$ cat src/rtl/rieu_pkg.sv
// ----------------------------------------------------------------------------
// rieu_pkg
// Shared types and constants for the integer execute unit.
// ----------------------------------------------------------------------------
package rieu_pkg;

    localparam int MEM_WORDS = 4096;
    localparam int MEM_AW    = $clog2(MEM_WORDS);
    localparam int CNT_WORDS = 1024;
    localparam int CNT_AW    = $clog2(CNT_WORDS);
    localparam int REG_COUNT = 32;
    localparam int REG_AW    = $clog2(REG_COUNT);
    localparam int CLR_WORDS = (MEM_WORDS > CNT_WORDS) ? MEM_WORDS : CNT_WORDS;
    localparam int CLR_AW    = $clog2(CLR_WORDS);

    localparam int IN_W  = 72;
    localparam int OUT_W = 144;

    localparam logic [REG_AW-1:0] REG_QUO  = REG_AW'(24);
    localparam logic [REG_AW-1:0] REG_REM  = REG_AW'(25);
    localparam logic [REG_AW-1:0] REG_LINK = REG_AW'(31);

    localparam logic [1:0] ST_OK    = 2'd0;
    localparam logic [1:0] ST_HALT  = 2'd1;
    localparam logic [1:0] ST_DIVZ  = 2'd2;
    localparam logic [1:0] ST_UNIMP = 2'd3;

    typedef enum logic [6:0] {
        OP_LB, OP_LBU, OP_LH, OP_LHU, OP_LW, OP_SB, OP_SH, OP_SW,
        OP_ADDI, OP_ADDUI, OP_SUBI, OP_SUBUI,
        OP_SEQI, OP_SEQUI, OP_SNEI, OP_SNEUI, OP_SLTI, OP_SLTUI, OP_SGTI, OP_SGTUI,
        OP_SLEI, OP_SLEUI, OP_SGEI, OP_SGEUI,
        OP_ANDI, OP_ORI, OP_XORI, OP_LHI,
        OP_ADD, OP_ADDU, OP_SUB, OP_SUBU,
        OP_SEQ, OP_SNE, OP_SLT, OP_SLTU, OP_SGT, OP_SGTU, OP_SLE, OP_SLEU,
        OP_SGE, OP_SGEU,
        OP_AND, OP_OR, OP_XOR, OP_NOP,
        OP_SLL, OP_SRL, OP_SRA, OP_SLLI, OP_SRLI, OP_SRAI,
        OP_MULT, OP_MULTU, OP_DIV, OP_DIVU, OP_MVTS, OP_MVFS,
        OP_J, OP_JAL, OP_JR, OP_JALR, OP_BEQZ, OP_BNEZ, OP_SELECT,
        OP_TRAP, OP_RFE, OP_BREAK, OP_HALT, OP_PCOUNT
    } t_op;

    typedef struct packed {
        logic start;
        logic sgn;
    } t_div_ctl;

endpackage

$ cat src/rtl/rieu_div.sv
// ----------------------------------------------------------------------------
// rieu_div
// Radix-2 restoring divider, one quotient bit per cycle, signed or unsigned.
// ----------------------------------------------------------------------------
module rieu_div
    import rieu_pkg::*;
(
    input  logic        i_clk,
    input  logic        i_rst_n,
    input  t_div_ctl    i_ctl,
    input  logic [31:0] i_a,
    input  logic [31:0] i_b,
    output logic        o_done,
    output logic [31:0] o_quo,
    output logic [31:0] o_rem
);

    logic [32:0] r_rem;
    logic [31:0] r_quo;
    logic [31:0] r_den;
    logic [5:0]  r_cnt;
    logic        r_busy;
    logic        r_done;
    logic        r_negq;
    logic        r_negr;
    logic [32:0] rem_sh;
    logic [32:0] diff;
    logic        na;
    logic        nb;

    assign na     = i_ctl.sgn & i_a[31];
    assign nb     = i_ctl.sgn & i_b[31];
    assign rem_sh = {r_rem[31:0], r_quo[31]};
    assign diff   = rem_sh - {1'b0, r_den};

    always_ff @(posedge i_clk) begin
        if (!i_rst_n) begin
            r_busy <= 1'b0;
            r_done <= 1'b0;
            r_cnt  <= '0;
        end else begin
            r_done <= r_busy && !i_ctl.start && (r_cnt == 6'd31);
            if (i_ctl.start) begin
                r_busy <= 1'b1;
                r_cnt  <= '0;
                r_rem  <= '0;
                r_quo  <= na ? (32'd0 - i_a) : i_a;
                r_den  <= nb ? (32'd0 - i_b) : i_b;
                r_negq <= na ^ nb;
                r_negr <= na;
            end else if (r_busy) begin
                if (!diff[32]) begin
                    r_rem <= diff;
                    r_quo <= {r_quo[30:0], 1'b1};
                end else begin
                    r_rem <= rem_sh;
                    r_quo <= {r_quo[30:0], 1'b0};
                end
                r_cnt <= r_cnt + 6'd1;
                if (r_cnt == 6'd31) begin
                    r_busy <= 1'b0;
                end
            end
        end
    end

    assign o_done = r_done;
    assign o_quo  = r_negq ? (32'd0 - r_quo) : r_quo;
    assign o_rem  = r_negr ? (32'd0 - r_rem[31:0]) : r_rem[31:0];

endmodule

$ cat config.mk
export PLATFORM = sky130hd
export DESIGN_NAME = rieu_div
export DESIGN_NICKNAME = d
export VERILOG_FILES = /design/src/rtl/rieu_pkg.sv /design/src/rtl/rieu_div.sv
export SDC_FILE = /design/constraint.sdc
export NUM_CORES = 1
export LEC_CHECK = 0
export BUFFER_PORTS_ARGS = -buffer_cell sky130_fd_sc_hd__buf_2
export CORE_ASPECT_RATIO = 0.6
export CORE_MARGIN = 2
export CORE_UTILIZATION = 35
export CTS_BUF_LIST = sky130_fd_sc_hd__clkbuf_16
export CTS_CLUSTER_SIZE = 12
export DETAILED_ROUTE_END_ITERATION = 7
export PLACE_DENSITY_LB_ADDON = 0.12
export SETUP_SLACK_MARGIN = 0.2
export SLEW_MARGIN = 5
export SYNTH_ARGS = -nofsm -noshare
export SYNTH_HDL_FRONTEND = slang
export SYNTH_SLANG_ARGS = --single-unit
$ cat constraint.sdc
create_clock -name i_clk -period 4.2 [get_ports i_clk]
set_clock_uncertainty 0.05 [all_clocks]
set_input_delay 0.63 -clock i_clk [delete_from_list [all_inputs] [get_ports i_clk]]
set_output_delay 0.63 -clock i_clk [all_outputs]
set_load 0.005 [all_outputs]
==> summary.txt <==
status: finished clean
CP endpoint kind: primary output
most used cell, CP: or3_1
fillers: 2436
final setup vio count: 0
Async S/R FF share, synth: 0%
unrepaired setup endpoints after global routing: true
diode count: 0
met2 Use GR: 24.9%
DRC: 0
WHS: 0.445 ns
CP startpoint kind: register
Clock Latency Late Sink: 0.36 ns
GP Congestion: 0.899
GRT Overall Usage: 18.6%
synthesized area per cell: 9.14 sq um
CTS root buf: clkbuf_16
DRT Pass-1 Iters: 7
Yosys top cell area share: 34.3%
worst hold path class: register to register
Ys Warns: 0
Detail Placement HPWL: 18800 um
Clock Sinks: 106
CP max stage delay: 0.49 ns
Final Slew Violations: 0
critical path peak fanout: 4
largest net degree at the start of global routing: 68
first-pass GRT wire length: 37100 um
CORE AREA: 24100 sq um
CP Data Arrival Time: 3.14 ns
Yosys top cell by area: edfxtp_1
WS Path Type: register to primary output
Slowest cell on crit path: or3_1
gr busiest metal: met1
count leader, synth: nor2_1
antenna viol nets, final: 0
Num CTS Buffers: 9
post-synthesis sequential area ratio: 36.2%
Fin. Hold Viols: 0
TritonCTS clock tree: yes
Die W: 206 um
pwr/cell area: 360 nW/um^2
H-tree Lvls: 3
cts hold-fix bufs: 0
postcts setup bufs: 0
Initial DRC Count: 463
Die ar.: 25800 sq um
crit-path cells: or3_1 > nor2_2 > nand3_2 > or3_1 > or3_4 > o41ai_4 > nand2_1 > xor2_1 > buf_2
total grt overflow: 0
VDD IR max: 0.177 mV
Final #Nets: 1163
vias per cell: 5.22
Worst Tran Pin Value: 1.18 ns
fin crit share: 91.0%
Post-Syn Area: 8570 sq um
Fmax achieved: 262 MHz
Total Wirelength: 24000 um
min Tclk post-route: 3.82 ns
DR WL/cell: 17.3 um
post-synthesis register bit count: 106
Core Rows: 44
post-CTS resize count: 0
Top delay family on crit path: simple AND/OR/NAND/NOR gates
top post-synthesis cells by area: edfxtp_1 (34%), xnor2_1 (11%), ha_1 (5.4%)
clk buf depth: 2
met3 usage: 3.21%
Buffers & Inverters on Critical Path: 1
Syn-to-layout area delta: 15.8%
Worst Path Required: 3.52 ns
routed vias: 7228
I/O Buffers: 132
syn nets: 1044
initial antenna violation count: 0
vias in the first global route: 6487
# IOs: 133
clock-pin slew on the worst setup and hold paths: 0.08 ns
number of synthesized flops with an enable pin: 98
leakage power: 0.00393 uW
Slew headroom: 21.0%
global-route track usage on met1: 30.4%
share of post-route cells with drive strength above 1: 18.5%
Top FF cell, synth: edfxtp_1
Initial Util: 35.5%
post-synth cell types: 79
setup TNS: 0 ns
max-cap violation count: 0
die height: 125 um
Post-synth top cells: nor2_1 (108), xnor2_1 (105), edfxtp_1 (98)
Cells after Synth: 938
==> layout make-up <==
class                   instances  area (sq um)  area share (%)
well taps                     322           403            4.06
clock inverters                 7          61.3           0.618
flip-flops and latches        106          3100            31.3
multi-input cells             748          5180            52.2
repair buffers                142           761            7.67
clock buffers                   9           225            2.27
inverters                      50           188            1.89
==> layout by cell type (no fill, tap or decap), types with 14 or more instances in the layout <==
| cell type | Yosys | routed |
|---|---|---|
| inv_1 | 49 | 50 |
| a21o_1 | 16 | 16 |
| edfxtp_1 | 98 | 98 |
| nand2_1 | 70 | 70 |
| nor2_1 | 108 | 108 |
| ha_1 | 37 | 37 |
| nand2b_1 | 14 | 14 |
| nor3_1 | 22 | 22 |
| mux2i_1 | 22 | 22 |
| o31ai_1 | 22 | 21 |
| o21ai_0 | 39 | 39 |
| a21oi_1 | 72 | 72 |
| buf_2 | 5 | 132 |
| xnor2_1 | 105 | 104 |
| xor2_1 | 42 | 42 |
==> routing by layer <==
metal  part of all wire, %  up-vias  wire length (um)
li1                      -     3643                 -
met1                    53     3385             12800
met2                    40      187              9570
met3                   5.8       13              1390
met4                  0.79        0               189
met5                     0        -                 0
==> per-stage QoR <==
stage                     cells  setup slack [ns]  util (%)  instance area [sq um]  power [uW]
after global routing       1384             0.198      41.1                   9920        3790
after floorplan             938              1.11         -                   8570        2300
after CTS                  1384             0.217      41.0                   9880        3600
final                      1384             0.380      41.1                   9920        3570
after detailed placement   1368             0.508      39.8                   9590        2720
after global placement     1368             0.587      39.8                   9590        2730
==> registers in the layout, indices dropped and copies added (netlist names) <==
register	count
r_negq	1
r_cnt	6
r_negr	1
r_den	32
r_busy	1
o_done	1
r_quo	32
r_rem	32
==> worst reg2reg max path: cells and delay by family (launching register included) <==
family          cells  cell delay, ns
compound gates      5            1.02
xor+xnor            1            0.25
fa+ha+maj           1            0.47
buf+inv             2            0.37
flops               1            0.53
simple gates        3            0.82
==> power breakdown <==
group,internal (uW),switching (uW)
clock,457,403
combinational,574,726
sequential,1290,122
total,2320,1250
==> kinds of logic after synthesis <==
group                      after synthesis  share of synthesized area, %
AOI/OAI and AO/OA                      226                          17.4
xor gates and xnor gates               147                          15.0
adders and majority gates               38                          5.63
buffers and inverters                   84                          3.93
DFF                                    106                          36.2
muxes                                   30                          3.62
and+or+nand+nor                        307                          18.2
==> worst paths after layout <==
kind | startpoint | end | slack, ns | cells after the start
min reg2reg | r_cnt[5]$_SDFFE_PP0P_ | r_cnt[5]$_SDFFE_PP0P_ | 0.44 | 2
min | r_cnt[5]$_SDFFE_PP0P_ | r_cnt[5]$_SDFFE_PP0P_ | 0.44 | 2
max | r_quo[8]$_DFFE_PP_ | o_quo[26] | 0.38 | 9
max reg2reg | r_rem[0]$_SDFFCE_PP0P_ | r_rem[31]$_SDFFCE_PP0P_ | 0.43 | 12
Power figures use the tool's default switching activity.
